File: src/rtl/pidc_clamp.sv
// ----------------------------------------------------------------------------
// pidc_clamp
// Limit a wide signed sum to [low,high]; inverted: high if above it, else low.
// ----------------------------------------------------------------------------
module pidc_clamp #(
  parameter int IW = 44,
  parameter int OW = 32
) (
  input  logic signed [IW-1:0] value_i,
  input  logic signed [OW-1:0] low_i,
  input  logic signed [OW-1:0] high_i,
  output logic signed [OW-1:0] value_o
);
  always_comb begin
    priority if (value_i > IW'(high_i)) begin
      value_o = high_i;
    end else if (value_i < IW'(low_i)) begin
      value_o = low_i;
    end else begin
      value_o = OW'(value_i);
    end
  end
endmodule

File: config.mk
export PLATFORM = sky130hd
export DESIGN_NAME = pidc_clamp
export DESIGN_NICKNAME = d
export VERILOG_FILES = /design/src/rtl/pidc_clamp.sv
export SDC_FILE = /design/constraint.sdc
export NUM_CORES = 1
export LEC_CHECK = 0
export BUFFER_PORTS_ARGS = -buffer_cell sky130_fd_sc_hd__buf_2
export CORE_UTILIZATION = 38
export DETAILED_ROUTE_END_ITERATION = 10
export PLACE_DENSITY = 0.69
export SYNTH_ARGS = -nofsm -noshare
export SYNTH_HDL_FRONTEND = slang
export SYNTH_SLANG_ARGS = --single-unit
File: constraint.sdc
create_clock -name vclk -period 2
set_input_delay 0 -clock vclk [all_inputs]
set_output_delay 0 -clock vclk [all_outputs]
set_load 0.02 [all_outputs]
==> reports/qor.yml <==
yosysTopAreaCell: "ha_1"
timing.final.setup_violations: 32
vdd_drop_max_mv: 0.268
critical_path.max_fanout: 8
cp_slowest_cell: "nor4_4"
count_of_clock_buffers_in_the_final_design: 0
fillerInstances: 616
finalWirelength_microns: 10600
unrepaired_setup_endpoints_after_global_routing: "yes"
power.density_nw_per_um2: 390
place_area_sq_um: 5070
cts_hold_buffers: 0
path_class: "input pin to primary output"
postSynthAreaPerCell_sq_um: 7.77
route.met2.wl_microns: 5490
path_delay_family: "buffers and inverters"
power.leakage_nw: 2.85
critical_path.max_stage_delay_ns: 0.34
synth_common_cells: "ha_1, inv_1, mux2i_1, a21oi_1, nand2_1"
final-instance-count-excl-fill: 746
worst_setup_path_endpoint: "value_o[8]"
hold_viol_final: 0
tns_ns: -19.98
power.switching_w: 0.00103
detailroute.wirelength.met3_microns: 515
placement.io_buffers: 140
post-route-min-period_ns: 2.67
rel_slew_slack_pct: 64.3
drv_cap: 0
yosysMostFrequentCell: "ha_1"
dp_worst_setup_slack_ns: -0.830
grt_pass1_vias: 3964
die_area_sq_um: 8700
critPathArrivalTime_ns: 2.67
slew_violations: 0
worstPathCellList: "buf_8 -> clkinvlp_4 -> buf_12 -> ha_4 -> nand4_1 -> nor4_4 -> nand2_2 -> a31o_1 -> o211ai_2 -> mux2_4 -> o31ai_4 -> clkbuf_16 -> mux2i_4 -> buf_6"
flow.area_growth_from_synthesis_pct: 74.4
place_hpwl_microns: 8810
netlist.area_leader.share_pct: 34.4
yosys-top-cells-area: "ha_1, mux2i_1, inv_1"
gr-usage-all-layers_pct: 24.1
core_area_sq_um: 7890
mappedNetlistArea_sq_um: 3160
worst_setup_path_start_kind: "input pin"
highest_layer: "met4"
hold_ws_ns: 0.333
cp.depth: 14
dpl.cell_count: 736
path_buf_inv: 5
min-delay-path-class: "input pin to primary output"
post_synth_inst_count: 407
initial_utilization_pct: 40.1
antenna_found_initial: 0
globalRoute.totalOverflow: 0
seqCellArea_sq_um: 0
multiInputGateArea_sq_um: 3350
min_period_over_period_pct: 133
ios: 140
die_h_microns: 93.3
failing_checks: "setup timing"
maximum_number_of_pins_on_one_net_before_global_route_repair: 23
wl_met1_microns: 4380
comb_power_share_pct: 100.0
grt_first_pass_wirelength_microns: 17300
first_pass_iters: 4
vias: 3873
n_antenna_cell: 0
setup.worst_path.start: "high_i[31]"
num_rows: 32
outcome: "complete, but fails checks"
timing.critical_path.required_ns: 2.00
fin_nets: 841
antenna_violating_nets_post_route: 0
die-width_microns: 93.3
nFlopsAndLatches: 0
end_kind: "primary output"
synth_seq_area_share_pct: 0
tightest_slew_ns: 0.536
maxClockFrequency_mhz: 375
power_switching_share_pct: 47.6
synthesis.nets: 602
detail_route.drc_violations: 0
dr.first_iter.drc_count: 118
intPower_w: 0.00113
yosys.cell_types.count: 49
via_per_inst: 5.19
power_frac_clock_pct: 0
route.detailed.wl_per_inst_microns: 14.2
layout.cell_area.non_filler_sq_um: 5520
layout-drive-gt1-share_pct: 47.5
worst_slack_ns: -0.670
yosysWarnings: 0
p_seq_share_pct: 0
last_weighted_congestion_value_of_the_routability_driven_placer: 0.808
-- per-layer routing --
metal	up-vias	track usage, %
met5	-	0
met4	0	4.23
met3	21	1.95
met2	125	47.9
met1	1765	27.9
li1	1962	-
-- worst min-delay path, cell delays in order --
cell and delay (ns):
buf_2 0.09, mux2_4 0.14, buf_6 0.11
-- power by group through the flow --
stage	logic [W]	clock network, W	registers (W)
after CTS	0.00212	0	0
after global routing	0.00231	0	0
after global placement	0.00183	0	0
final	0.00215	0	0
after floorplan	0.00128	0	0
after detailed placement	0.00188	0	0
-- layout by cell type (no fill, tap or decap), drive strengths merged, types with 6 or more instances in the layout --
cell type	count
nand2	37
inv	65
nand3	6
nand2b	6
ha	87
a21oi	44
o21ai	19
mux2i	58
buf	243
nor3	7
nor2	7
nand4	15
-- metrics by stage --
stage                     total power [W]  util (%)
after floorplan                   0.00128         -
after CTS                         0.00212      68.6
after detailed placement          0.00188      64.3
after global routing              0.00231      70.0
final                             0.00215      70.0
after global placement            0.00183      64.3
-- cell families (layout without fill, tap and decap cells) --
family                     after synthesis  after routing  synth area share [%]
AOI/OAI and AO/OA                       90             90                  18.4
xor gates and xnor gates                 1              1                 0.514
adders and majority gates               87             87                  34.4
buffers and inverters                   74            311                  10.0
muxes                                   60             60                  19.2
and+or+nand+nor                         95             95                  17.5
-- area by class of cell --
type                            instances  area share [%]
Multi-Input combinational cell        333            60.7
Timing Repair Buffer                  244            32.3
Inverter                               66            4.56
Tap cell                              102            2.31
Timing Repair inverter                  1           0.136
-- worst min-delay path by stage --
stage                   to       start  depth (start not counted)  slack (ns)
6_report        value_o[0]   high_i[0]                          3        0.33
3_5_place_dp    value_o[0]   high_i[0]                          3        0.37
3_3_place_gp    value_o[0]   high_i[0]                          3        0.37
2_1_floorplan  value_o[10]  high_i[10]                          2        0.18
4_1_cts         value_o[0]   high_i[0]                          3        0.33
5_1_grt         value_o[0]   high_i[0]                          3        0.36
-- repair_timing --
item                       CTS  global route
gates resized for setup     75             8
cloned                       2             0
setup buffers                4             4
pin swaps                    9             3
setup endpoints to repair   32            32
Power figures use the tool's default switching activity.
