**src/rtl/pidc_pkg.sv**
```systemverilog
// ----------------------------------------------------------------------------
// pidc_pkg
// Shared types and constants of the clamped-integrator PID step.
// ----------------------------------------------------------------------------
package pidc_pkg;

  // Time stamps and the sampling interval are plain 32-bit millisecond counts.
  localparam int TIME_WIDTH = 32;

  // Configuration register map.
  localparam int REG_INDEX_WIDTH = 3;

  typedef enum logic [REG_INDEX_WIDTH-1:0] {
    REG_SETPOINT   = 3'd0,
    REG_KP         = 3'd1,
    REG_KI_SCALED  = 3'd2,
    REG_KD_SCALED  = 3'd3,
    REG_RANGE_LOW  = 3'd4,
    REG_RANGE_HIGH = 3'd5,
    REG_INTERVAL   = 3'd6,
    REG_MODE       = 3'd7
  } pidc_reg_e;

  // Mode register bits.
  localparam int MODE_WIDTH   = 3;
  localparam int MODE_RUN     = 0;
  localparam int MODE_POI     = 1;
  localparam int MODE_REVERSE = 2;

  localparam logic [MODE_WIDTH-1:0] MODE_RESET     = 3'b010;
  localparam logic [TIME_WIDTH-1:0] INTERVAL_RESET = 32'd250;
  localparam logic [63:0]           RANGE_HIGH_RESET = 64'd6553600;

  // Product magnitude ceiling, 2^60 - 1.
  localparam int                PCAP_WIDTH = 60;
  localparam logic [PCAP_WIDTH-1:0] PCAP    = '1;

endpackage

```
**src/rtl/pidc_fxmul.sv**
```systemverilog
// ----------------------------------------------------------------------------
// pidc_fxmul
// Signed value times unsigned gain, shifted down with truncation toward zero,
// magnitude saturated, optionally negated.
// ----------------------------------------------------------------------------
module pidc_fxmul
  import pidc_pkg::*;
#(
  parameter int XW = 33,
  parameter int GW = 24,
  parameter int FW = 16,
  localparam int PW = XW + GW - FW,
  localparam int MW = (PW > PCAP_WIDTH) ? PCAP_WIDTH : PW,
  localparam int TW = MW + 1
) (
  input  logic signed [XW-1:0] x_i,
  input  logic [GW-1:0]        gain_i,
  input  logic                 flip_i,
  output logic signed [TW-1:0] term_o
);
  localparam int SW = (PW > PCAP_WIDTH) ? PW : PCAP_WIDTH + 1;

  logic [XW-1:0]      mag;
  logic [XW+GW-1:0]   prod;
  logic [SW-1:0]      ext;
  logic [MW-1:0]      capped;
  logic signed [TW-1:0] pos;
  logic               neg;

  always_comb begin
    mag    = x_i[XW-1] ? $unsigned(-x_i) : $unsigned(x_i);
    prod   = (XW + GW)'(mag) * (XW + GW)'(gain_i);
    ext    = SW'(prod[XW+GW-1:FW]);
    capped = (ext > SW'(PCAP)) ? MW'(PCAP) : MW'(ext);
    pos    = $signed({1'b0, capped});
    neg    = x_i[XW-1] ^ flip_i;
    term_o = neg ? -pos : pos;
  end
endmodule

```
**config.mk**
```make
export PLATFORM = sky130hd
export DESIGN_NAME = pidc_fxmul
export DESIGN_NICKNAME = d
export VERILOG_FILES = /design/src/rtl/pidc_pkg.sv /design/src/rtl/pidc_fxmul.sv
export SDC_FILE = /design/constraint.sdc
export NUM_CORES = 2
export LEC_CHECK = 0
export BUFFER_PORTS_ARGS = -buffer_cell sky130_fd_sc_hd__buf_2
export CORE_MARGIN = 2
export CORE_UTILIZATION = 60
export DETAILED_ROUTE_END_ITERATION = 10
export PLACE_DENSITY = 0.78
export SYNTH_ARGS = -nofsm -noshare
export SYNTH_HDL_FRONTEND = slang
export SYNTH_SLANG_ARGS = --single-unit
```
**constraint.sdc**
```tcl
create_clock -name vclk -period 10.98
set_input_delay 0.549 -clock vclk [all_inputs]
set_output_delay 0.549 -clock vclk [all_outputs]
set_load 0.05 [all_outputs]
```
==> flow_summary.yaml <==
global_routing:
  grt_start_max_net_pins: 36
  grt_pass1_vias: 24500
  grt_util_all_layers: 0.339
  antenna_found_initial: 2
  grt_first_pass_wirelength_um: 128000
  grt_overflow: 0
synthesis:
  synth.distinct_cells: 88
  mappedNetlistNets: 4145
  synth_top_cell_area_share: 0.493
  synthesis.area_um2: 27600
  synth_seq_area_share: 0
  netlist_instances: 3227
  ys_warn_count: 0
  yosys-top-cells-area: "fa_1 (49%), inv_1 (10%), ha_1 (8.2%)"
  synth_top_area_cell: "fa_1"
  avgSynthCellArea_um2: 8.54
  yosysMostFrequentCell: "inv_1"
  synth_commonest_cells: "inv_1 (733), fa_1 (679), nand2_1 (501), and2_1 (360), ha_1 (181)"
cts:
  holdBufCountCts: 0
finish:
  clkbuf_count: 0
  seq_cell_count: 0
  seq_area_um2: 0
  drive_gt1_frac: 0.117
  final_area_um2: 30100
  instances_no_fill: 3887
  final_nets: 4204
  syn_to_final_growth_pct: 9.15
timing:
  tightest_slew_ns: 1.28
  slew_headroom: 0.139
  fin_crit_sh: 0.995
  finalSetupViolCount: 0
  slew_viol_final: 0
  hold_viol: 0
  max_freq_mhz: 91.6
  final.setup.worst_slack_ns: 0.0576
  min_period_ns: 10.92
route:
  post_drt_via_cell_ratio: 5.78
  postRouteAntennaNets: 0
  firstDrtPassIters: 8
  drc: 0
  vias: 22500
  first_iter_violations: 1694
  wl_per_cell_um: 20.0
  wl_um: 77800
die:
  num_io_pins: 100
  die_area_um2: 47700
  placementRows: 78
  die_w_um: 218
  coreArea_um2: 45400
  initial_utilization: 0.607
  die_y_um: 218
placed_design:
  placed_area_um2: 29300
  pre_cts_slack_ns: -0.0880
  place_congestion: 1.03
  io_buffer_count: 100
  place_inst: 3867
  hpwl_um: 65000
worst_setup_path:
  path_class: "in -> out"
  crit_buf_inv: 12
  critical_path.top_delay_family: "adder cells"
  cp.arrival_ns: 10.37
  critical-path-max-stage-delay_ns: 0.63
  cp-startpoint: "x_i[1]"
  cp.depth: 36
  path_max_fanout: 9
  required_ns: 10.43
  cpMaxStageDelayCell: "o41ai_1"
  crit_path_end: "term_o[25]"
  cp-start-kind: "input pin"
  endpoint_kind: "output pin"
flow_run:
  drv_cap: 0
hold_path:
  hold_class: "in -> out"
outcome:
  outcome: "complete, no violations"
cells in the final DEF, fill, tap and decap left out, types with 8 or more instances in the layout:
master / instances
a21o_1: 16
a21oi_1: 67
a21oi_2: 14
a31oi_1: 9
and2_1: 360
buf_2: 93
buf_4: 125
buf_6: 8
fa_1: 678
ha_1: 168
ha_2: 13
inv_1: 733
nand2_1: 501
nand3_1: 20
nand4_1: 23
nor2_1: 48
nor2b_1: 13
nor3_1: 19
o211ai_1: 9
o21a_1: 10
o21ai_0: 43
o21ai_1: 11
o21bai_1: 13
or3_1: 11
xnor2_1: 46
xnor2_2: 22
xnor2_4: 10
xor2_1: 25
layout make-up:
| class | instances | area (um2) |
|---|---|---|
| Inverter | 733 | 2750 |
| Timing Repair Buffer | 234 | 1620 |
| Multi-Input combinational cell | 2317 | 25000 |
| Fill cell | 3592 | 15300 |
| Tap cell | 600 | 751 |
| Antenna cell | 3 | 7.51 |
what timing repair did:
action,in CTS,in global routing
cloned,0,1
pin swaps,0,19
resized for setup,14,126
setup endpoints to repair,11,29
buffers inserted,0,16
worst min-delay path by stage:
stage               startpoint         end  cells after the start
global route            flip_i  term_o[36]                      5
CTS                     flip_i  term_o[36]                      5
finish                  flip_i   term_o[1]                      5
detailed placement      flip_i  term_o[36]                      5
global placement        flip_i  term_o[36]                      5
floorplan               flip_i  term_o[24]                      3
per-stage QoR:
step / util / hold WS, ns / setup TNS (ns)
after floorplan: - / 1.57 / 0
after global placement: 0.645 / 1.90 / -0.709
after detailed placement: 0.645 / 1.91 / -0.169
after CTS: 0.646 / 1.91 / 0
after global routing: 0.663 / 1.97 / -3.09
final: 0.663 / 1.92 / 0
worst min-delay path: cells and delay by family:
kind                      cells  cell delay, ns
AOI/OAI and AO/OA             1            0.06
xor gates and xnor gates      1            0.29
buffers and inverters         2            0.34
and+or+nand+nor               1            0.13
cell families after synthesis:
| kind of cell | after synthesis | share of synthesized area |
|---|---|---|
| adder cells (fa/ha/maj) | 860 | 0.575 |
| buffers and inverters | 911 | 0.125 |
| XOR/XNOR | 105 | 0.0343 |
| AO/OA/AOI/OAI | 278 | 0.0680 |
| AND/OR/NAND/NOR | 1070 | 0.196 |
| multiplexers | 3 | 0.00159 |
routing by layer:
metal / up-vias / part of all wire / global-route usage
met5: - / 0 / 0
met4: 0 / 0.026 / 0.0864
met3: 193 / 0.090 / 0.0473
li1: 9690 / - / -
met1: 11500 / 0.40 / 0.472
met2: 1079 / 0.48 / 0.562
Power is not shown: default switching activity piles up to over one toggle a cycle in this logic, so the estimate is an artifact.
